`config.mk`:
```
export PLATFORM = sky130hd
export DESIGN_NAME = fpa_mul
export DESIGN_NICKNAME = d
export VERILOG_FILES = /design/src/hw/rtl/fpa_pkg.sv /design/src/hw/rtl/fpa_mul.sv
export SDC_FILE = /design/constraint.sdc
export NUM_CORES = 2
export LEC_CHECK = 0
export ABC_AREA = 0
export ABC_CLOCK_PERIOD_IN_PS = 26800
export BUFFER_PORTS_ARGS = -buffer_cell sky130_fd_sc_hd__buf_2
export CORE_ASPECT_RATIO = 0.5
export CORE_UTILIZATION = 50
export DETAILED_ROUTE_END_ITERATION = 6
export PLACE_DENSITY = 0.71
export SLEW_MARGIN = 5
export SYNTH_ARGS = -nofsm -noshare
export SYNTH_HDL_FRONTEND = slang
export SYNTH_SLANG_ARGS = --single-unit
```
`constraint.sdc`:
```
create_clock -name clk -period 26.8 [get_ports clk]
set_input_delay 5.36 -clock clk [delete_from_list [all_inputs] [get_ports clk]]
set_output_delay 5.36 -clock clk [all_outputs]
set_load 0.05 [all_outputs]
```
`src/hw/rtl/fpa_pkg.sv`:
```
// Package for the fixed-point ALU: operation codes, format constants,
// the pipeline beat type and the saturation helper. No dependencies.
`default_nettype none
package fpa_pkg;

  localparam int FRAC_BITS = 8;
  localparam int DW        = 32;
  // Dividend and quotient width of the divider: a magnitude shifted left.
  localparam int QW        = DW + FRAC_BITS;

  localparam logic [2:0] OP_ADD = 3'd0;
  localparam logic [2:0] OP_SUB = 3'd1;
  localparam logic [2:0] OP_MUL = 3'd2;
  localparam logic [2:0] OP_DIV = 3'd3;
  localparam logic [2:0] OP_MIN = 3'd4;
  localparam logic [2:0] OP_MAX = 3'd5;

  localparam logic [DW-1:0] SAT_POS = {1'b0, {(DW-1){1'b1}}};
  localparam logic [DW-1:0] SAT_NEG = {1'b1, {(DW-1){1'b0}}};

  // Everything one item carries down the pipeline.
  typedef struct packed {
    logic [2:0]        op;
    logic              neg;
    logic              a_less;
    logic              a_equal;
    logic              dz;
    logic [DW-1:0]     smp_res;
    logic              smp_ovf;
    logic [DW-1:0]     ma;
    logic [DW-1:0]     mb;
    logic [2*DW-1:0]   prod;
    logic [QW-1:0]     dvd;
    logic [DW-1:0]     rem;
    logic [QW-1:0]     quo;
  } pipe_t;

  // Saturates a sign and magnitude pair. Bit DW is the overflow flag.
  function automatic logic [DW:0] sat_mag(input logic neg, input logic [2*DW-1:0] mag);
    logic [DW-1:0] res;
    logic          ovf;
    ovf = 1'b0;
    res = mag[DW-1:0];
    if (!neg) begin
      if (|mag[2*DW-1:DW-1]) begin
        ovf = 1'b1;
        res = SAT_POS;
      end
    end else begin
      if ((|mag[2*DW-1:DW]) || (mag[DW-1] && (|mag[DW-2:0]))) begin
        ovf = 1'b1;
        res = SAT_NEG;
      end else begin
        res = ~mag[DW-1:0] + {{(DW-1){1'b0}}, 1'b1};
      end
    end
    return {ovf, res};
  endfunction

endpackage
`default_nettype wire

```
`src/hw/rtl/fpa_mul.sv`:
```
// Multiply stage: the unsigned product of the two magnitudes.
// Depends on fpa_pkg.
`default_nettype none
module fpa_mul (
  input  wire                      clk,
  input  wire                      rst_n,
  input  wire                      en,
  input  wire                      pipe_valid,
  input  fpa_pkg::pipe_t           pipe_in,
  output logic                     valid_r,
  output fpa_pkg::pipe_t           pipe_r
);
  import fpa_pkg::*;

  pipe_t pipe_nxt;

  always_comb begin
    pipe_nxt      = pipe_in;
    pipe_nxt.prod = {{DW{1'b0}}, pipe_in.ma} * {{DW{1'b0}}, pipe_in.mb};
  end

  always_ff @(posedge clk) begin
    if (!rst_n) begin
      valid_r <= 1'b0;
    end else if (en) begin
      valid_r <= pipe_valid;
    end
  end

  always_ff @(posedge clk) begin
    if (en) begin
      pipe_r <= pipe_nxt;
    end
  end

endmodule
`default_nettype wire

```
==> results.json <==
{
  "status": "completed",
  "synthArstFlopShare_pct": 0,
  "portBuffers": 500,
  "ys.flop_type": "edfxtp_1",
  "cts_sinks": 281,
  "grt_max_degree": 78,
  "synth_enable_flop_cells": 280,
  "final-seq-area_um2": 8430,
  "hold_viol_final": 0,
  "die_width_um": 411,
  "synth_nets": 5427,
  "wl_per_cell_um": 20.3,
  "grt_pass1_wl_um": 173000,
  "cts.htree.levels": 1,
  "cts_setup_buffers": 0,
  "post-route-min-period_ns": 14.03,
  "crit_arrival_ns": 14.34,
  "hold_path.class": "register to register",
  "synth_cell_type_count": 61,
  "grt_usage_pct": 26.5,
  "yosysSeqAreaShare_pct": 20.2,
  "yosys_warnings": 0,
  "worstSetupPathType": "input pin to register",
  "synth_area_leaders": "fa_1, edfxtp_1, and2_1, ha_1, inv_1",
  "gp_congestion": 0.987,
  "worst_ep_required_time_ns": 27.11,
  "vias": 29300,
  "max_slew_margin_pct": 11.5,
  "rsz0062_at_grt": "false",
  "ios": 565,
  "start_util_pct": 50.9,
  "detail_route.vias_per_cell": 5.39,
  "rows": 74,
  "dr.pass1.iters": 7,
  "drive_above_1_share_pct": 13.2,
  "slew_viol_final": 0,
  "synth_seq_cells": 281,
  "die_y_um": 207,
  "syn_area_um2": 41800,
  "clock_latency_ns": 0.56,
  "avgSynthCellArea_um2": 10.5,
  "dr.first_iter.drc_count": 1777,
  "maxCapViolations": 0,
  "fin_tns_setup_ns": 0,
  "tritoncts": "yes",
  "multi_input_area_um2": 29400,
  "place_hpwl_um": 84300,
  "grt_overflow": 0,
  "core_area_um2": 82200,
  "synth_cells": 3984,
  "fin_skew_ns": 0,
  "cts_resized": 0,
  "die_area_um2": 84900,
  "fin_nets": 5760,
  "clkTransAtPathRegs_ns": 0.07,
  "start_kind": "input pin",
  "synth.most_common_cell": "fa_1",
  "fin_crit_sh_pct": 52.3,
  "wl_um": 110000,
  "worst_pin_slew_ns": 1.31,
  "clock.fmax_ghz": 0.0713,
  "drtAntennaViolNets": 0,
  "cts_hold_buf": 0,
  "synth_top_area_share_pct": 42.9,
  "setup_viol": 0,
  "synth_common_cells": "fa_1, inv_1, and2_1",
  "synth_top_area_cell": "fa_1",
  "drc": 0,
  "cp_max_fo": 33,
  "area_growth_pct": 9.77,
  "nFillCells": 7087,
  "antenna_found_initial": 4,
  "grt_pass1_vias": 32100,
  "cts_root_buf": "clkbuf_16",
  "numCtsBuffers": 26,
  "cp-end-kind": "register",
  "clock_path_buffers": 3
}
routing by layer:
layer,up-vias,GRT usage (%),wire length [um]
met5,-,0,13
met4,2,10.7,4300
met3,260,3.94,7040
met2,1083,47.8,57900
met1,15500,32.1,41100
li1,12500,-,-
logic make-up after synthesis:
| group | synth area share [%] |
|---|---|
| xor+xnor | 1.30 |
| fa+ha+maj | 50.8 |
| flops | 20.2 |
| buf+inv | 9.66 |
| compound gates | 3.11 |
| simple gates | 15.0 |
| mux | 0.0479 |
area by class of cell:
class / instances / area share [%]
clock inverters: 16 / 0.354
inverters: 856 / 7.00
flip-flops and latches: 281 / 18.4
repair buffers: 521 / 5.82
diodes: 4 / 0.0218
clock buffers: 32 / 1.51
multi-input cells: 2631 / 63.9
well taps: 1102 / 3.00
sequential cells by signal, indices dropped and copies added, names as in the netlist:
signal   cells
pipe_r     280
valid_r      1
per-stage QoR:
| stage | cells | util, % | worst slack [ns] | hold WS, ns | cell area [um2] |
|---|---|---|---|---|---|
| after floorplan | 3984 | - | 14.54 | 0.743 | 41800 |
| after global placement | 5391 | 54.8 | 12.88 | 0.497 | 45000 |
| after CTS | 5439 | 55.8 | 13.34 | 0.529 | 45900 |
| final | 5443 | 55.8 | 12.77 | 0.526 | 45900 |
| after detailed placement | 5391 | 54.8 | 12.74 | 0.519 | 45000 |
| after global routing | 5441 | 55.8 | 12.72 | 0.583 | 45900 |
layout by cell type (no fill, tap or decap), types with 5 or more instances in the layout:
master | Yosys | final
fa_1 | 896 | 896
inv_1 | 856 | 856
and2_1 | 602 | 602
buf_2 | 8 | 499
nand2_1 | 488 | 488
edfxtp_1 | 280 | 280
ha_1 | 263 | 263
a21oi_1 | 71 | 71
xnor2_1 | 40 | 40
nor2_1 | 37 | 37
o21ai_0 | 30 | 30
clkbuf_16 | 0 | 27
a21o_1 | 24 | 24
xor2_1 | 22 | 22
buf_4 | 0 | 21
nand4_1 | 20 | 20
nand3_1 | 15 | 15
o21ai_1 | 12 | 12
nor3_1 | 11 | 11
o21a_1 | 10 | 10
o21bai_1 | 9 | 9
nor2b_1 | 8 | 8
or3_1 | 6 | 6
a211oi_1 | 5 | 5
and3_1 | 5 | 5
a31oi_1 | 5 | 5
clkinv_1 | 0 | 5
clkbuf_1 | 207 | 5
path summary, 6_finish.rpt:
kind / from / to / slack (ns) / cells after the start
worst max-delay path: pipe_in[236] / pipe_r[175]$_DFFE_PP_ / 12.77 / 24
worst min-delay path: valid_r$_SDFFE_PN0P_ / valid_r$_SDFFE_PN0P_ / 0.53 / 2
worst max register to register: valid_r$_SDFFE_PN0P_ / valid_r$_SDFFE_PN0P_ / 26.21 / 2
worst min register to register: valid_r$_SDFFE_PN0P_ / valid_r$_SDFFE_PN0P_ / 0.53 / 2
critical path, cell delays in order:
cell and delay [ns]:
buf_2 0.70, nand2_1 0.19, fa_1 0.57, inv_1 0.05, fa_1 0.50, inv_1 0.05, fa_1 0.48, inv_1 0.06
fa_1 0.48, fa_1 0.52, fa_1 0.49, inv_1 0.05, fa_1 0.57, inv_1 0.07, ha_1 0.27, ha_1 0.44
and4_1 0.30, nand2_1 0.09, nor4_1 0.83, nand3_1 0.32, o311ai_1 1.13, o221ai_1 0.42, o21ai_1 0.29, xnor2_1 0.09
Power is left out: the tool's default activity adds up to more than one toggle a clock period on the data nets, which glitch-free logic cannot reach.
