===== config.mk =====
export PLATFORM = sky130hd
export DESIGN_NAME = fpa_front
export DESIGN_NICKNAME = d
export VERILOG_FILES = /design/src/hw/rtl/fpa_pkg.sv /design/src/hw/rtl/fpa_front.sv
export SDC_FILE = /design/constraint.sdc
export NUM_CORES = 1
export LEC_CHECK = 0
export ABC_CLOCK_PERIOD_IN_PS = 7900
export BUFFER_PORTS_ARGS = -buffer_cell sky130_fd_sc_hd__buf_4
export CAP_MARGIN = 0
export CORE_ASPECT_RATIO = 1.75
export CORE_MARGIN = 5
export CORE_UTILIZATION = 31
export CTS_BUF_LIST = sky130_fd_sc_hd__clkbuf_4 sky130_fd_sc_hd__clkbuf_8
export DETAILED_ROUTE_END_ITERATION = 8
export GPL_TIMING_DRIVEN = 0
export HOLD_SLACK_MARGIN = 0.03
export PLACE_DENSITY_LB_ADDON = 0.3
export REMOVE_ABC_BUFFERS = 1
export SYNTH_ARGS = -nofsm -noshare
export SYNTH_HDL_FRONTEND = slang
export SYNTH_SLANG_ARGS = --single-unit

===== constraint.sdc =====
create_clock -name clk -period 7.9 [get_ports clk]
set_clock_uncertainty 0.1 [all_clocks]
set_input_delay 0.395 -clock clk [delete_from_list [all_inputs] [get_ports clk]]
set_output_delay 0.395 -clock clk [all_outputs]
set_load 0.1 [all_outputs]

===== src/hw/rtl/fpa_pkg.sv =====
// Package for the fixed-point ALU: operation codes, format constants,
// the pipeline beat type and the saturation helper. No dependencies.
`default_nettype none
package fpa_pkg;

  localparam int FRAC_BITS = 8;
  localparam int DW        = 32;
  // Dividend and quotient width of the divider: a magnitude shifted left.
  localparam int QW        = DW + FRAC_BITS;

  localparam logic [2:0] OP_ADD = 3'd0;
  localparam logic [2:0] OP_SUB = 3'd1;
  localparam logic [2:0] OP_MUL = 3'd2;
  localparam logic [2:0] OP_DIV = 3'd3;
  localparam logic [2:0] OP_MIN = 3'd4;
  localparam logic [2:0] OP_MAX = 3'd5;

  localparam logic [DW-1:0] SAT_POS = {1'b0, {(DW-1){1'b1}}};
  localparam logic [DW-1:0] SAT_NEG = {1'b1, {(DW-1){1'b0}}};

  // Everything one item carries down the pipeline.
  typedef struct packed {
    logic [2:0]        op;
    logic              neg;
    logic              a_less;
    logic              a_equal;
    logic              dz;
    logic [DW-1:0]     smp_res;
    logic              smp_ovf;
    logic [DW-1:0]     ma;
    logic [DW-1:0]     mb;
    logic [2*DW-1:0]   prod;
    logic [QW-1:0]     dvd;
    logic [DW-1:0]     rem;
    logic [QW-1:0]     quo;
  } pipe_t;

  // Saturates a sign and magnitude pair. Bit DW is the overflow flag.
  function automatic logic [DW:0] sat_mag(input logic neg, input logic [2*DW-1:0] mag);
    logic [DW-1:0] res;
    logic          ovf;
    ovf = 1'b0;
    res = mag[DW-1:0];
    if (!neg) begin
      if (|mag[2*DW-1:DW-1]) begin
        ovf = 1'b1;
        res = SAT_POS;
      end
    end else begin
      if ((|mag[2*DW-1:DW]) || (mag[DW-1] && (|mag[DW-2:0]))) begin
        ovf = 1'b1;
        res = SAT_NEG;
      end else begin
        res = ~mag[DW-1:0] + {{(DW-1){1'b0}}, 1'b1};
      end
    end
    return {ovf, res};
  endfunction

endpackage
`default_nettype wire


===== src/hw/rtl/fpa_front.sv =====
// First stage: decode, magnitudes, compare flags, saturated add and
// subtract, min and max. Depends on fpa_pkg.
`default_nettype none
module fpa_front (
  input  wire                      clk,
  input  wire                      rst_n,
  input  wire                      en,
  input  wire                      in_valid,
  input  wire [2:0]                in_req_type,
  input  wire signed [31:0]        in_operand_a,
  input  wire signed [31:0]        in_operand_b,
  output logic                     valid_r,
  output fpa_pkg::pipe_t           pipe_r
);
  import fpa_pkg::*;

  pipe_t          pipe_nxt;
  logic [DW:0]    sum;
  logic [DW:0]    dif;
  logic           a_lt;

  always_comb begin
    sum  = {in_operand_a[DW-1], in_operand_a} + {in_operand_b[DW-1], in_operand_b};
    dif  = {in_operand_a[DW-1], in_operand_a} - {in_operand_b[DW-1], in_operand_b};
    a_lt = in_operand_a < in_operand_b;

    pipe_nxt         = '0;
    pipe_nxt.op      = in_req_type;
    pipe_nxt.neg     = in_operand_a[DW-1] ^ in_operand_b[DW-1];
    pipe_nxt.a_less  = a_lt;
    pipe_nxt.a_equal = in_operand_a == in_operand_b;
    pipe_nxt.dz      = (in_req_type == OP_DIV) && (in_operand_b == '0);
    pipe_nxt.ma      = in_operand_a[DW-1] ? (~in_operand_a + 32'sd1) : in_operand_a;
    pipe_nxt.mb      = in_operand_b[DW-1] ? (~in_operand_b + 32'sd1) : in_operand_b;
    pipe_nxt.dvd     = QW'(pipe_nxt.ma) << FRAC_BITS;

    case (in_req_type)
      OP_ADD: begin
        pipe_nxt.smp_ovf = sum[DW] ^ sum[DW-1];
        pipe_nxt.smp_res = pipe_nxt.smp_ovf ? (sum[DW] ? SAT_NEG : SAT_POS) : sum[DW-1:0];
      end
      OP_SUB: begin
        pipe_nxt.smp_ovf = dif[DW] ^ dif[DW-1];
        pipe_nxt.smp_res = pipe_nxt.smp_ovf ? (dif[DW] ? SAT_NEG : SAT_POS) : dif[DW-1:0];
      end
      // Equal operands give operand_b for both min and max.
      OP_MIN: pipe_nxt.smp_res = a_lt ? in_operand_a : in_operand_b;
      OP_MAX: pipe_nxt.smp_res = (in_operand_a > in_operand_b) ? in_operand_a
                                                                : in_operand_b;
      default: pipe_nxt.smp_res = '0;
    endcase
  end

  always_ff @(posedge clk) begin
    if (!rst_n) begin
      valid_r <= 1'b0;
    end else if (en) begin
      valid_r <= in_valid;
    end
  end

  always_ff @(posedge clk) begin
    if (en) begin
      pipe_r <= pipe_nxt;
    end
  end

endmodule
`default_nettype wire


==> results.md <==
| Step | Parameter | Value |
|:---|:---|:---|
| logic synthesis | Average footprint of a synthesized cell | 8.82 sq um |
| logic synthesis | Proportion of synthesized flip-flops having asynchronous set or reset | 0 |
| critical path | R2R setup slack | 7.21 ns |
| timing | Rel. slew slack | 0.137 |
| cells and area | Area growth from synthesis to layout | 14.0% |
| critical path | Worst R2R Path Depth | 2 |
| worst hold path | Min-delay src | in_operand_b[0] |
| power and ir drop | Peak supply drop | 0.0922 mV |
| cells and area | Share of post-route cells with drive strength above 1 | 0.204 |
| critical path | CP max stage cell | sky130_fd_sc_hd__or2_1 |
| timing | Final count of negative-setup-slack endpoints | 0 |
| die | Die X-Extent | 150 um |
| die | Full die area | 0.0385 sq mm |
| clock tree | Cells resized by post-CTS repair | 0 |
| placement | Count of buffers from port buffering | 207 |
| logic synthesis | Unique cell type count in the Yosys netlist | 83 |
| die | Starting density of the core | 0.311 |
| critical path | Type of the worst setup path | primary input to flop |
| grt | Grt total ovfl | 0 |
| detailed routing | Vias per std cell | 5.02 |
| critical path | Slowest cell delay on critical path | 1.01 ns |
| clock tree | TritonCTS clock tree | done |
| critical path | Nature of the critical path startpoint | primary input |
| clock tree | CTS sink cnt | 105 |
| detailed routing | Total vias in the final route | 9123 |
| critical path | Most Frequent Cell on Critical Path | sky130_fd_sc_hd__o211ai_1 |
| clock tree | Cts bufs inserted | 9 |
| die | Standard-cell rows | 90 |
| critical path | Max Fanout on Critical Path | 26 |
| logic synthesis | Most frequent cell after synthesis | sky130_fd_sc_hd__buf_4 |
| cells and area | Final core utilization | 0.355 |
| critical path | Endpoint type of the worst setup path | flop |
| grt | Total routing resource utilization after global routing | 0.189 |
| logic synthesis | Synth Cell Area | 0.0107 sq mm |
| logic synthesis | Library cell occupying the most area in the post-synthesis netlist | sky130_fd_sc_hd__edfxtp_1 |
| grt | Number of antenna violations at the first check in global routing | 1 |
| clock tree | Clock input transition at the sequential cells of the worst setup and hold paths | 0.12 ns |
| clock tree | Post-CTS Repair Setup Buffers | 0 |
| logic synthesis | Post-synth EDFFs | 104 |
| detailed routing | First DRT Iteration DRCs | 524 |
| timing | Worst Max-Slew Pin Slew | 1.29 ns |
| die | Y dimension of the die | 256 um |
| worst hold path | Hold Path Class | primary input to flop |
| clock tree | H-tree level count | 3 |
| timing | Shortest period the worst path allows | 5.17 ns |
| detailed routing | Aggregate routed wire length | 37.3 mm |
| clock tree | Clock Root Buffer | sky130_fd_sc_hd__clkbuf_8 |
| clock tree | Bufs on Longest Clock Path | 2 |
| die | Number of top-level pins | 352 |
| logic synthesis | Number of warnings reported in the yosys synthesis log | 0 |
| grt | Wire length of the first global-routing pass | 55.7 mm |
| logic synthesis | Cells after Synth | 1212 |
| detailed routing | First drt pass iteration count | 5 |
| critical path | Req. time, crit path | 8.03 ns |
| grt | Pin count of the biggest net entering global routing | 106 |
| power and ir drop | Power consumption | 0.00269 W |
| flow run | Number of max-cap violations | 0 |
| critical path | Signal arrival time at the worst endpoint | 5.30 ns |
| worst hold path | Hold path cells | 1 |
| cells and area | Nets@finish | 1491 |
| die | CORE AREA | 0.0343 sq mm |
| logic synthesis | Area fraction of the dominant cell type after synthesis | 0.292 |
| clock tree | Clock latency on the worst-skew pair | 0.42 ns |
| power and ir drop | Leakage component of the power | 5.04 nW |
| detailed routing | DRC Markers | 0 |
| timing | Final clock period utilization by the worst path | 0.654 |
| detailed routing | Average wire per standard cell | 20.5 um |
| critical path | Crit Reg-Reg Endpoint | valid_r |
| critical path | Origin of the critical flop-to-flop path | valid_r |
| logic synthesis | Predominant post-synthesis flop cell | sky130_fd_sc_hd__edfxtp_1 |
| detailed routing | Final antenna-violating net count | 0 |
| timing | Max Slew Vio Count | 0 |
| logic synthesis | Number of synthesized register bits | 105 |
| run status | Run status | complete, no violations |
| clock tree | Hold-fix buffers, CTS | 2 |
| power and ir drop | Power density relative to cell area | 220 mW/mm^2 |
| timing | Count of final hold-check violations | 0 |
| timing | Unrepaired setup endpoints after global routing | no |
| logic synthesis | Share of synthesized area occupied by flip-flops and latches | 0.294 |
| grt | Vias in the first global route | 9545 |
| placement | Global placement routability congestion | 0.902 |
| worst hold path | End point of the most critical hold path | pipe_r[176] |
| timing | Achievable frequency | 193 MHz |
| cells and area | Number of inserted filler cells in the final layout | 3621 |
| critical path | Cells traversed along the worst timing path | dlygate4sd3_1 > buf_4 > ha_1 > nor2b_1 > o311ai_1 > a311oi_1 > a2111oi_2 > o211ai_1 > a21o_1 > mux2i_1 > or2_1 > o21ai_0 > o211ai_1 |
| logic synthesis | Top area cells in the synthesized netlist | sky130_fd_sc_hd__edfxtp_1 29%, sky130_fd_sc_hd__buf_4 13%, sky130_fd_sc_hd__xnor2_1 8.0% |
| placement | Sum of net half-perimeters after detailed placement | 29.3 mm |
| logic synthesis | Cell types with the highest counts after synthesis | 181 x sky130_fd_sc_hd__buf_4, 104 x sky130_fd_sc_hd__edfxtp_1, 98 x sky130_fd_sc_hd__xnor2_1, 83 x sky130_fd_sc_hd__a21oi_1, 69 x sky130_fd_sc_hd__o21ai_0 |
[per-stage QoR]
stage,setup TNS [ns],cell area [sq um],instances,hold WS (ns),setup slack [ns]
after global routing,0,12200,1818,0.0600,2.42
final,0,12200,1818,0.0854,2.73
after CTS,0,12200,1816,0.0342,2.87
after detailed placement,0,11900,1798,0.413,2.46
after global placement,-2.39,11800,1789,0.400,-0.700
after floorplan,0,9640,1122,0.394,3.02
[power by group]
part	leakage, nW	switching [W]	internal, W	total [W]
Combinational	3.92	0.00127	0.000320	0.00159
Clock	0.103	0.000229	0.000153	0.000383
Sequential	1.02	0.0000227	0.000691	0.000714
Total	5.04	0.00152	0.00116	0.00269
[kinds of logic (layout without fill, tap and decap cells)]
family,after synthesis,in the layout,synth area share
other,1,145,0.000351
buffers and inverters,301,303,0.173
multiplexers,7,7,0.00690
XOR/XNOR,114,114,0.0934
AND/OR/NAND/NOR,281,281,0.138
flip-flops,105,105,0.294
adder cells (fa/ha/maj),68,68,0.0810
AO/OA/AOI/OAI,335,335,0.213
[critical path, delay by kind of cell]
family / cells / cell delay, ns
buffers and inverters: 2 / 0.70
AO/OA/AOI/OAI: 7 / 2.66
AND/OR/NAND/NOR: 2 / 1.16
multiplexers: 1 / 0.17
adder cells (fa/ha/maj): 1 / 0.21
[state kept, by name, indices dropped and copies added (netlist names)]
| register | count |
|---|---|
| valid_r | 1 |
| pipe_r | 104 |
[how the worst max path moves through the flow]
stage	from	end	slack, ns	cells past startpoint
after floorplan	in_operand_a[0]	pipe_r[264]	3.02	12
after global placement	in_operand_a[0]	pipe_r[264]	-0.70	13
after detailed placement	in_operand_b[31]	pipe_r[254]	2.46	13
after CTS	in_operand_a[0]	pipe_r[249]	2.87	13
after global routing	in_operand_a[0]	pipe_r[249]	2.42	13
final	in_operand_a[0]	pipe_r[249]	2.73	13
[metal layers]
| layer | track usage | vias up | wire (um) |
|---|---|---|---|
| li1 | - | 4323 | - |
| met1 | 0.190 | 4379 | 12900 |
| met2 | 0.379 | 356 | 21400 |
| met3 | 0.0250 | 65 | 1770 |
| met4 | 0.0733 | 0 | 1220 |
| met5 | 0 | - | 0 |
[area by class of cell]
type	instances	area (sq um)	share of cell area
inverters	68	255	0.0209
diodes	1	2.50	0.000205
clock buffers	9	124	0.0102
repair buffers	219	1740	0.143
clock inverters	7	83.8	0.00688
flip-flops and latches	105	3140	0.258
well taps	460	576	0.0472
multi-input cells	949	6260	0.514
[cells in the final DEF (no fill, tap or decap), types with 8 or more instances in the layout]
master,netlist,layout
sky130_fd_sc_hd__o21ai_0,69,68
sky130_fd_sc_hd__edfxtp_1,104,104
sky130_fd_sc_hd__xor2_1,16,16
sky130_fd_sc_hd__o211ai_1,15,15
sky130_fd_sc_hd__nand2b_1,22,22
sky130_fd_sc_hd__nor4_1,14,13
sky130_fd_sc_hd__buf_4,181,210
sky130_fd_sc_hd__inv_1,64,64
sky130_fd_sc_hd__a21o_1,17,17
sky130_fd_sc_hd__a22oi_1,22,22
sky130_fd_sc_hd__or4_1,9,9
sky130_fd_sc_hd__ha_1,66,66
sky130_fd_sc_hd__nand4_1,9,9
sky130_fd_sc_hd__or3_1,11,11
sky130_fd_sc_hd__conb_1,1,144
sky130_fd_sc_hd__nor3_1,25,24
sky130_fd_sc_hd__o41ai_1,10,10
sky130_fd_sc_hd__nand2_1,55,55
sky130_fd_sc_hd__nand3_1,30,30
sky130_fd_sc_hd__a21oi_1,83,83
sky130_fd_sc_hd__a211oi_1,8,8
sky130_fd_sc_hd__clkbuf_8,0,9
sky130_fd_sc_hd__xnor2_1,98,98
sky130_fd_sc_hd__nor2b_1,11,10
sky130_fd_sc_hd__a31oi_1,11,11
sky130_fd_sc_hd__nor2_1,61,61
sky130_fd_sc_hd__o31ai_1,15,15
(Power assumes the default switching activity.)
