`src/hw/rtl/fpa_pkg.sv`:
```
// Package for the fixed-point ALU: operation codes, format constants,
// the pipeline beat type and the saturation helper. No dependencies.
`default_nettype none
package fpa_pkg;

  localparam int FRAC_BITS = 8;
  localparam int DW        = 32;
  // Dividend and quotient width of the divider: a magnitude shifted left.
  localparam int QW        = DW + FRAC_BITS;

  localparam logic [2:0] OP_ADD = 3'd0;
  localparam logic [2:0] OP_SUB = 3'd1;
  localparam logic [2:0] OP_MUL = 3'd2;
  localparam logic [2:0] OP_DIV = 3'd3;
  localparam logic [2:0] OP_MIN = 3'd4;
  localparam logic [2:0] OP_MAX = 3'd5;

  localparam logic [DW-1:0] SAT_POS = {1'b0, {(DW-1){1'b1}}};
  localparam logic [DW-1:0] SAT_NEG = {1'b1, {(DW-1){1'b0}}};

  // Everything one item carries down the pipeline.
  typedef struct packed {
    logic [2:0]        op;
    logic              neg;
    logic              a_less;
    logic              a_equal;
    logic              dz;
    logic [DW-1:0]     smp_res;
    logic              smp_ovf;
    logic [DW-1:0]     ma;
    logic [DW-1:0]     mb;
    logic [2*DW-1:0]   prod;
    logic [QW-1:0]     dvd;
    logic [DW-1:0]     rem;
    logic [QW-1:0]     quo;
  } pipe_t;

  // Saturates a sign and magnitude pair. Bit DW is the overflow flag.
  function automatic logic [DW:0] sat_mag(input logic neg, input logic [2*DW-1:0] mag);
    logic [DW-1:0] res;
    logic          ovf;
    ovf = 1'b0;
    res = mag[DW-1:0];
    if (!neg) begin
      if (|mag[2*DW-1:DW-1]) begin
        ovf = 1'b1;
        res = SAT_POS;
      end
    end else begin
      if ((|mag[2*DW-1:DW]) || (mag[DW-1] && (|mag[DW-2:0]))) begin
        ovf = 1'b1;
        res = SAT_NEG;
      end else begin
        res = ~mag[DW-1:0] + {{(DW-1){1'b0}}, 1'b1};
      end
    end
    return {ovf, res};
  endfunction

endpackage
`default_nettype wire

```
`src/hw/rtl/fpa_div_step.sv`:
```
// One restoring division step: produces one quotient bit per stage.
// Depends on fpa_pkg.
`default_nettype none
module fpa_div_step (
  input  wire                      clk,
  input  wire                      rst_n,
  input  wire                      en,
  input  wire                      pipe_valid,
  input  fpa_pkg::pipe_t           pipe_in,
  output logic                     valid_r,
  output fpa_pkg::pipe_t           pipe_r
);
  import fpa_pkg::*;

  pipe_t       pipe_nxt;
  logic [DW:0] trial;
  logic [DW:0] diff;
  logic        ge;

  // The dividend shifts left each step, so its top bit is always next.
  always_comb begin
    trial = {pipe_in.rem, pipe_in.dvd[QW-1]};
    diff  = trial - {1'b0, pipe_in.mb};
    ge    = trial >= {1'b0, pipe_in.mb};

    pipe_nxt     = pipe_in;
    pipe_nxt.dvd = pipe_in.dvd << 1;
    pipe_nxt.rem = ge ? diff[DW-1:0] : trial[DW-1:0];
    pipe_nxt.quo = {pipe_in.quo[QW-2:0], ge};
  end

  always_ff @(posedge clk) begin
    if (!rst_n) begin
      valid_r <= 1'b0;
    end else if (en) begin
      valid_r <= pipe_valid;
    end
  end

  always_ff @(posedge clk) begin
    if (en) begin
      pipe_r <= pipe_nxt;
    end
  end

endmodule
`default_nettype wire

```
`config.mk`:
```
export PLATFORM = sky130hd
export DESIGN_NAME = fpa_div_step
export DESIGN_NICKNAME = d
export VERILOG_FILES = /design/src/hw/rtl/fpa_pkg.sv /design/src/hw/rtl/fpa_div_step.sv
export SDC_FILE = /design/constraint.sdc
export NUM_CORES = 1
export LEC_CHECK = 0
export BUFFER_PORTS_ARGS = -buffer_cell sky130_fd_sc_hd__buf_4
export CAP_MARGIN = 10
export CELL_PAD_IN_SITES_DETAIL_PLACEMENT = 2
export CELL_PAD_IN_SITES_GLOBAL_PLACEMENT = 2
export CORE_AREA = 2 2 219 221
export DETAILED_ROUTE_END_ITERATION = 10
export DIE_AREA = 0 0 221 223
export PLACE_DENSITY_LB_ADDON = 0.1
export SYNTH_ARGS = -nofsm -noshare
export SYNTH_HDL_FRONTEND = slang
export SYNTH_SLANG_ARGS = --single-unit
```
`constraint.sdc`:
```
create_clock -name clk -period 4.25 [get_ports clk]
set_input_delay 0.425 -clock clk [delete_from_list [all_inputs] [get_ports clk]]
set_output_delay 0.425 -clock clk [all_outputs]
set_load 0.05 [all_outputs]
```
==> metrics list, run 1 <==
- Wires add up to 44900 um.
* WL/cell: between 20 and 25 um
* Number of cells on the worst hold path: 1
- For this design the ratio of total power to cell area is 495 nW/um2.
- Count of clock tree sinks: 280
- The number of hold-slack violations in the final timing report is 0.
- Port buffer count: 562
* Final setup viols: 0
- Number of global-route vias before repair: 8285
- Slowest CP cell: sky130_fd_sc_hd__fa_1
- The detailed router finished its first iteration with 266 violations.
* Clock transition at the register clock pins on the worst setup and hold paths after CTS: 60 ps
- The tree is rooted in a sky130_fd_sc_hd__clkbuf_16.
* Critical path, cell by cell: buf_4, inv_1, ha_1, fa_1, nand2b_1, a21oi_1, o21ai_0, o311a_1, a31oi_1, a21oi_1, o41ai_1, xor2_1, mux2_1
- Source-to-sink clock delay at the later pin of the worst-skew pair: 530 ps
* Vias per cell: 4.20
* Share of total power in the clock network: 35.7%
* Maximum clock frequency: 306 MHz
- Global routing used 17.7% of the available tracks across all layers.
* Endpoint of the most critical setup path: pipe_r[70]
* Netlist cell types: 49
- NumNets Final: 1536
- Worst IR Drop VDD: ~0.25 mV
- Synthesis produced a netlist with a net count of 944.
* Horizontal extent of the die: 221 um
- CP endpoint kind: flop
- Launching element type of the critical path: primary input
- The most critical setup path has its startpoint at pipe_in[111].
- The initial antenna violation count was 10.
* DRC errors left: 0
- Top-level port count: 565
- Global-route wire length before repair: between 60000 and 70000 um
* Count of instances resized after the clock tree is built: 0
- At the pin with the least slew margin, the transition time is 858 ps.
- Clock period minus worst slack: roughly 3300 ps
* Remaining global-route overflow: 0
* PnR Total Power: 8.31 mW
- By area, the combinational part of the netlist is dominated by compound AO/OA/AOI/OAI gates.
* Buffers inserted during post-CTS setup optimization: 0
- The floorplan step defined a die boundary enclosing 49300 um2.
* Flip-flop and latch count after synthesis: 280
- The count of nets left with antenna violations once routing finished came out at 0.
- Biggest fanout along the worst timing path: 3
* Detailed-placement wirelength estimate: around 36000 um
* First-pass iteration count of the detailed router: 4
- Reg2Reg Launch Point: valid_r
- Status: completed
* Leak: between 7 and 8 nW
- After Yosys synthesis, and, or, nand and nor cells account for between 4 and 5% of the synthesized area.
* Final GP Congestion: about 0.86
* Area share of fa/ha/maj cells after synthesis: 3.95%
* Delay contributed by the slowest stage of the critical path: 410 ps
- NetSw: 2.57 mW
- For this configuration, the core starts out at a cell density of 22.6%.
- In this run, the combinational gates consume 23.5% of the power.
* CTS tree: yes
- Setup repair after global routing left no endpoint under its margin.
* Type of the tightest min-delay check: primary input to flop
* Largest net degree at the start of global routing: 98
- Layout Area Growth over Synthesis: 57.9%
- The commonest cells after synthesis are 279 x sky130_fd_sc_hd__edfxtp_1, 54 x sky130_fd_sc_hd__a21oi_1, 38 x sky130_fd_sc_hd__inv_1.
- Post-synthesis average cell area: roughly 17 um2
- Compound-Gate Fraction of Synth Area: 6.92%
- Height of the die: between 200 and 250 um
* Total number of placement rows: 80
- Power share of the sequential group: about two fifths
- Max-cap violations in this run came to 0.
- Final cycle utilization of the critical path: between 70% and 80%
- Data arrival time of the worst path: 3530 ps
- Number of cells on the worst reg-to-reg path: 2
* Sequential share of the synthesized area: 79.0%
- In this run the critical register-to-register path is captured at valid_r.
* Worst path most repeated cell: sky130_fd_sc_hd__a21oi_1
* Clock buffer depth: 3
- The post-route netlist has 50.6% of its cells at a drive strength greater than 1.
* Mux contribution to synthesized area: roughly 1.3%
- By startpoint and endpoint, the worst setup path is classified as primary input to flop.
- Largest clock skew in the final design: 0 ps
- Syn Std Cell Area: 10600 um2
- sky130_fd_sc_hd__edfxtp_1 takes more of the synthesized area than any other cell.
- Counting flops with an async set or reset pin after synthesis yields a share of 0%.
- The number of pins with negative max-slew slack in the final report was 0.
* Most common flop cell mapped by yosys: sky130_fd_sc_hd__edfxtp_1
- Yosys printed 0 warnings.
* Switching share of power: 30.9%
* Via Count: around 7800
- Of the total synthesized cell area, the portion taken by XOR and XNOR cells is 2.22%.
* Cell internal power dissipation: 5.74 mW
* Standard cell core area: 47100 um2
* Total number of H-tree levels: 2
- At the worst endpoint, the required time is 4510 ps.
* Number of enable flip-flop cells after synthesis: 279
- Biggest area contributors in the synthesized netlist: sky130_fd_sc_hd__edfxtp_1 79%, sky130_fd_sc_hd__ha_1 3.8%, sky130_fd_sc_hd__a21oi_1 2.5%
- Synthesis handed over a netlist of between 600 and 700 instances.
* Remaining max-slew budget at the tightest pin: between 40% and 50%
- The number of hold buffers added after CTS was 0.
* Setup slack, reg-to-reg: between 3000 and 4000 ps
* Area share of the largest cell type after synthesis: approximately four fifths
* Most instantiated library cell after synthesis: sky130_fd_sc_hd__edfxtp_1
* Total CTS buffers: 36
- After routing, the total negative slack on setup checks comes to 0 ps.
per-layer routing:
layer / routed length (um) / track usage, % / vias up
met5: 47 / 0 / -
met4: 1200 / 5.26 / 8
met3: 3870 / 7.68 / 65
met2: 24100 / 32.6 / 276
met1: 15700 / 18.0 / 3900
li1: - / - / 3584
flip-flops by register name (all words and copies together), names as in the netlist:
signal / flops
valid_r: 1
pipe_r: 279
worst min-delay path by stage:
stage / start / end / slack, ps
2_1_floorplan: pipe_in[99] / pipe_r[100] / 520
6_report: pipe_in[273] / pipe_r[273] / 60
4_1_cts: pipe_in[169] / pipe_r[169] / 20
3_5_place_dp: valid_r / valid_r / 560
5_1_grt: pipe_in[12] / pipe_r[13] / 20
3_3_place_gp: valid_r / valid_r / 500
per-stage QoR:
stage / setup slack [ps] / cell area (um2) / hold WS, ps / utilization (%) / cells
floorplan: 1050 / 10600 / 524 / - / 627
global placement: 460 / 15600 / 505 / 33.2 / 1796
detailed placement: 399 / 15600 / 562 / 33.2 / 1796
CTS: 966 / 16800 / 17.8 / 35.6 / 1859
global route: 852 / 16800 / 24.6 / 35.6 / 1859
finish: 984 / 16800 / 62.0 / 35.6 / 1865
cells by family (layout without fill, tap and decap cells):
family                     count (synthesis)  count (layout)
DFF                                      280             280
AOI/OAI and AO/OA                        118             118
and+or+nand+nor                           99              99
buffers and inverters                     56             673
adders and majority gates                 33              33
xor gates and xnor gates                  27              27
muxes                                     13              13
other                                      1               7
final cells by class:
class                           instances  area (um2)
Multi-Input combinational cell        291        2000
Fill cell                            4903       30400
Inverter                               38         143
Antenna cell                            6        15.0
Clock buffer                           51         988
Timing Repair Buffer                  572        4340
Sequential cell                       280        8400
Clock inverter                         12         138
Tap cell                              615         769
worst max-delay path: cells and delay by family:
kind | cells | cell delay, ps
AO/OA/AOI/OAI | 6 | 1720
adder cells (fa/ha/maj) | 2 | 620
multiplexers | 1 | 330
AND/OR/NAND/NOR | 1 | 180
XOR/XNOR | 1 | 120
buffers and inverters | 2 | 110
power by group through the flow:
stage	clock [mW]	combinational, mW	sequential, mW
finish	2.97	1.95	3.40
global route	3.17	2.04	3.42
detailed placement	0	1.98	3.45
CTS	3.09	1.99	3.40
floorplan	0	0.297	4.31
global placement	0	1.97	3.44
cell usage in the layout (no fill, tap or decap), types with 4 or more instances in the layout:
| cell | Yosys | routed |
|---|---|---|
| sky130_fd_sc_hd__buf_4 | 4 | 568 |
| sky130_fd_sc_hd__edfxtp_1 | 279 | 279 |
| sky130_fd_sc_hd__a21oi_1 | 54 | 54 |
| sky130_fd_sc_hd__inv_1 | 38 | 38 |
| sky130_fd_sc_hd__clkbuf_16 | 0 | 37 |
| sky130_fd_sc_hd__nor2_1 | 36 | 36 |
| sky130_fd_sc_hd__ha_1 | 32 | 32 |
| sky130_fd_sc_hd__nand2_1 | 27 | 27 |
| sky130_fd_sc_hd__o21ai_0 | 16 | 16 |
| sky130_fd_sc_hd__xnor2_1 | 16 | 16 |
| sky130_fd_sc_hd__clkbuf_1 | 5 | 13 |
| sky130_fd_sc_hd__a21o_1 | 12 | 12 |
| sky130_fd_sc_hd__xor2_1 | 11 | 11 |
| sky130_fd_sc_hd__nand3_1 | 8 | 8 |
| sky130_fd_sc_hd__nand4_1 | 7 | 7 |
| sky130_fd_sc_hd__diode_2 | 0 | 6 |
| sky130_fd_sc_hd__o21a_1 | 6 | 6 |
| sky130_fd_sc_hd__mux2_2 | 6 | 6 |
| sky130_fd_sc_hd__a31oi_1 | 5 | 5 |
| sky130_fd_sc_hd__o211ai_1 | 4 | 4 |
| sky130_fd_sc_hd__nor4_1 | 4 | 4 |
| sky130_fd_sc_hd__nand2b_1 | 4 | 4 |
| sky130_fd_sc_hd__mux2_1 | 4 | 4 |
| sky130_fd_sc_hd__clkinv_1 | 0 | 4 |
(Power assumes the default switching activity.)
==> inputs of run 2 (changes only) <==
Clock period 4.25 ns to 3.2 ns, I/O delays scaled along.
==> metrics list, run 2 (same netlist as run 1, synthesis figures left out) <==
- Status: completed
* DP Area: 16000 um2 (+2.0%)
* DRC errors left: 0 (unchanged)
- Biggest fanout along the worst timing path: 6 (+3)
- The area of all placed cells without fillers is 19600 um2 (+17%).
* Global-route wire length before repair: 73600 um (+18%)
* Proportion of power drawn by combinational gates: 26.2% (+2.7 points)
* Final routed wirelength across all metal layers: 51700 um (+15%)
- STA classifies the critical path endpoint as a flop.
- Data arrival time of the worst path: 3340 ps (-190 ps)
- The minimum setup slack after placement was -269 ps (-668 ps).
- Drt first-iter violations: 334 (+26%)
- Cell count after placement: 1834 (+2.1%)
- Launching element type of the critical path: primary input
- Crit path max-delay family: buffers and inverters
- Leading registers by flop count: pipe_r x279, valid_r x1
- The startpoint identified for the worst register-to-register timing path is valid_r.
* NetSw: 3.65 mW (+42%)
- Final Max Tran Viols: 0 (unchanged)
* Power share of the sequential group: 39.7% (-1.2 points)
* Worst Path Buf+Inv: 5 (+3)
- Leading cell type in the layout, fill and taps excluded: sky130_fd_sc_hd__buf_4
- Critical path, cell by cell: dlygate4sd3_1, buf_4, inv_1, ha_1, nand2_1, or4_4, a21oi_2, nor3_2, a211oi_2, o21ai_2, o31ai_4, buf_6, clkbuf_16, mux2_2
* Register containing the most flip-flops in the final layout: pipe_r
- Clock buffer depth: 3 (unchanged)
- Standard cell core area: 47100 um2 (unchanged)
- Max FFs per register: 279 (unchanged)
- The delay contributed by the slowest stage of the critical path was 540 ps (+130 ps).
- The y dimension of the die is 223 um (unchanged).
* Commonest cells after routing, fill and taps aside: 605 x sky130_fd_sc_hd__buf_4, 279 x sky130_fd_sc_hd__edfxtp_1, 247 x sky130_fd_sc_hd__dlygate4sd3_1, 51 x sky130_fd_sc_hd__a21oi_1, 38 x sky130_fd_sc_hd__inv_1
* Vias per cell: 4.23 (+0.62%)
- Largest clock skew in the final design: 0 ps (unchanged)
- Final Instance Count excl. Fillers: 2153 (+15%)
- The sum of overflow across all layers after global routing came to 0 (unchanged).
- Via Count: 9099 (+16%)
- The detailed-route wire length per cell is 24.0 um (-0.23%).
* Slew at the pin closest to its max-slew limit: 714 ps (-145 ps)
* Count of clock tree sinks: 280 (unchanged)
* Total number of placement rows: 80 (unchanged)
* Total CTS buffers: 35 (-2.8%)
- Final cycle utilization of the critical path: between 90% and 100%
* NumNets Final: 1824 (+19%)
* Min-delay src: pipe_valid
- Top-level port count: 565 (unchanged)
- Final setup viols: 0 (unchanged)
- Largest net degree at the start of global routing: 76 (-22%)
* CTS tree: yes
- The internal cell power was 7.76 mW (+35%).
- Leak: 8.35 nW (+17%)
* Port buffer count: 562 (unchanged)
- Layout Area Growth over Synthesis: 84.5%
* ANT nets after route: 0 (unchanged)
* Remaining max-slew budget at the tightest pin: 52.4% (+9.7 points)
- The aggregate negative setup slack was 0 ps (unchanged).
- Clock transition at the register clock pins on the worst setup and hold paths after CTS: 60 ps (about the same)
- Type of the tightest min-delay check: primary input to flop
* Final GP Congestion: 0.823 (-4.2%)
* Setup repair after global routing missed its margin: false
- The width of the die is 221 um (unchanged).
* First-pass iteration count of the detailed router: 4 (unchanged)
- Total power per unit cell area: 581 nW/um2 (+17%)
- The required time at the worst-slack endpoint came to 3480 ps (-1030 ps).
* Root Buffer: sky130_fd_sc_hd__clkbuf_16
- Final hold violations: 0 (unchanged)
- All-Layer GR Usage: 20.5% (+2.8 points)
- The peak supply drop came to 0.370 mV (+46%).
- Source-to-sink clock delay at the later pin of the worst-skew pair: 530 ps (about the same)
* Worst setup path startpoint: pipe_in[185]
* Initial Utilization: 22.6% (unchanged)
- Worst Slack Setup Final: 132 ps (-852 ps)
- The die area came to 49300 um2 (unchanged).
- Slowest CP cell: sky130_fd_sc_hd__or4_4
- The via count of the first global-routing pass came to 10100 (+21%).
- The count of max-cap constraint violations is 0 (unchanged).
- The part of the total power dissipated in the clock network is 34.1% (-1.6 points).
- The share of post-route cells with drive strength above 1 was 44.3% (-6.3 points).
* Maximum clock frequency: 326 MHz
- The detailed placement HPWL came to 37200 um (+2.6%).
- Switching share of power: 32.0% (+1.1 points)
- After layout, the minimum clock period comes to 3070 ps.
* Fillers: 4737 (-3.4%)
- Total number of H-tree levels: 2 (unchanged)
- The worst setup path is of the primary input to flop kind.
- Number of antenna violations at the first check in global routing: 10 (unchanged)
==> run 2: cell types whose count changed in the layout (fill, tap and decap cells not counted), moves of 3 or more <==
| cell | change |
|---|---|
| sky130_fd_sc_hd__a21oi_1 | -3 |
| sky130_fd_sc_hd__a21oi_2 | +3 |
| sky130_fd_sc_hd__buf_4 | +37 |
| sky130_fd_sc_hd__clkbuf_1 | -7 |
| sky130_fd_sc_hd__clkinv_1 | +6 |
| sky130_fd_sc_hd__clkinv_2 | +3 |
| sky130_fd_sc_hd__dlygate4sd3_1 | +247 |
==> run 2: path summary, 6_finish.rpt <==
check                           cells past startpoint          to  slack (ps)
worst min-delay path                                3     valid_r          50
worst min register to register                      2     valid_r         530
worst max-delay path                               14  pipe_r[48]         130
worst max register to register                      2     valid_r        2600
==> run 2: what timing repair did <==
action | CTS | global route
hold buffers | 247 | 0
endpoints found under the setup margin | 0 | 25
endpoints found under the hold margin | 247 | 0
resized for setup | 0 | 9
setup buffers | 0 | 3
==> run 2: power groups by stage <==
stage	Clock (mW)	Combinational (mW)	Sequential [mW]
finish	3.89	2.99	4.53
global route	4.16	3.12	4.56
CTS	4.00	2.98	4.52
detailed placement	0	2.70	4.59
global placement	0	2.68	4.57
floorplan	0	0.395	5.72
==> run 2: final cells by class <==
cell class / count / area, um2 / area share (%)
diodes: 6 / 15.0 / 0.0765
repair buffers: 861 / 7180 / 36.6
clock inverters: 21 / 190 / 0.969
flip-flops and latches: 280 / 8400 / 42.8
inverters: 38 / 143 / 0.727
well taps: 615 / 769 / 3.92
clock buffers: 41 / 898 / 4.58
multi-input cells: 291 / 2030 / 10.4
==> run 2: stage by stage <==
| step | hold WS, ps | util [%] | power (mW) |
|---|---|---|---|
| after detailed placement | 499 | 33.8 | 7.29 |
| after global placement | 498 | 33.8 | 7.25 |
| final | 48.2 | 41.6 | 11.4 |
| after global routing | 54.0 | 41.6 | 11.8 |
| after CTS | 3.83 | 41.4 | 11.5 |
| after floorplan | 419 | - | 6.11 |
==> run 2: tightest hold or removal path, stage by stage <==
cell and delay (ps):
sky130_fd_sc_hd__buf_4 80, sky130_fd_sc_hd__mux2i_1 50, sky130_fd_sc_hd__nor2b_1 100
==> run 2: per-layer routing <==
metal	wire length [um]	vias to the layer above	GRT usage, %
met4	1940	8	7.23
met5	55	-	0
met2	27800	323	38.0
met1	18600	4524	21.8
met3	3340	88	6.26
li1	-	4156	-
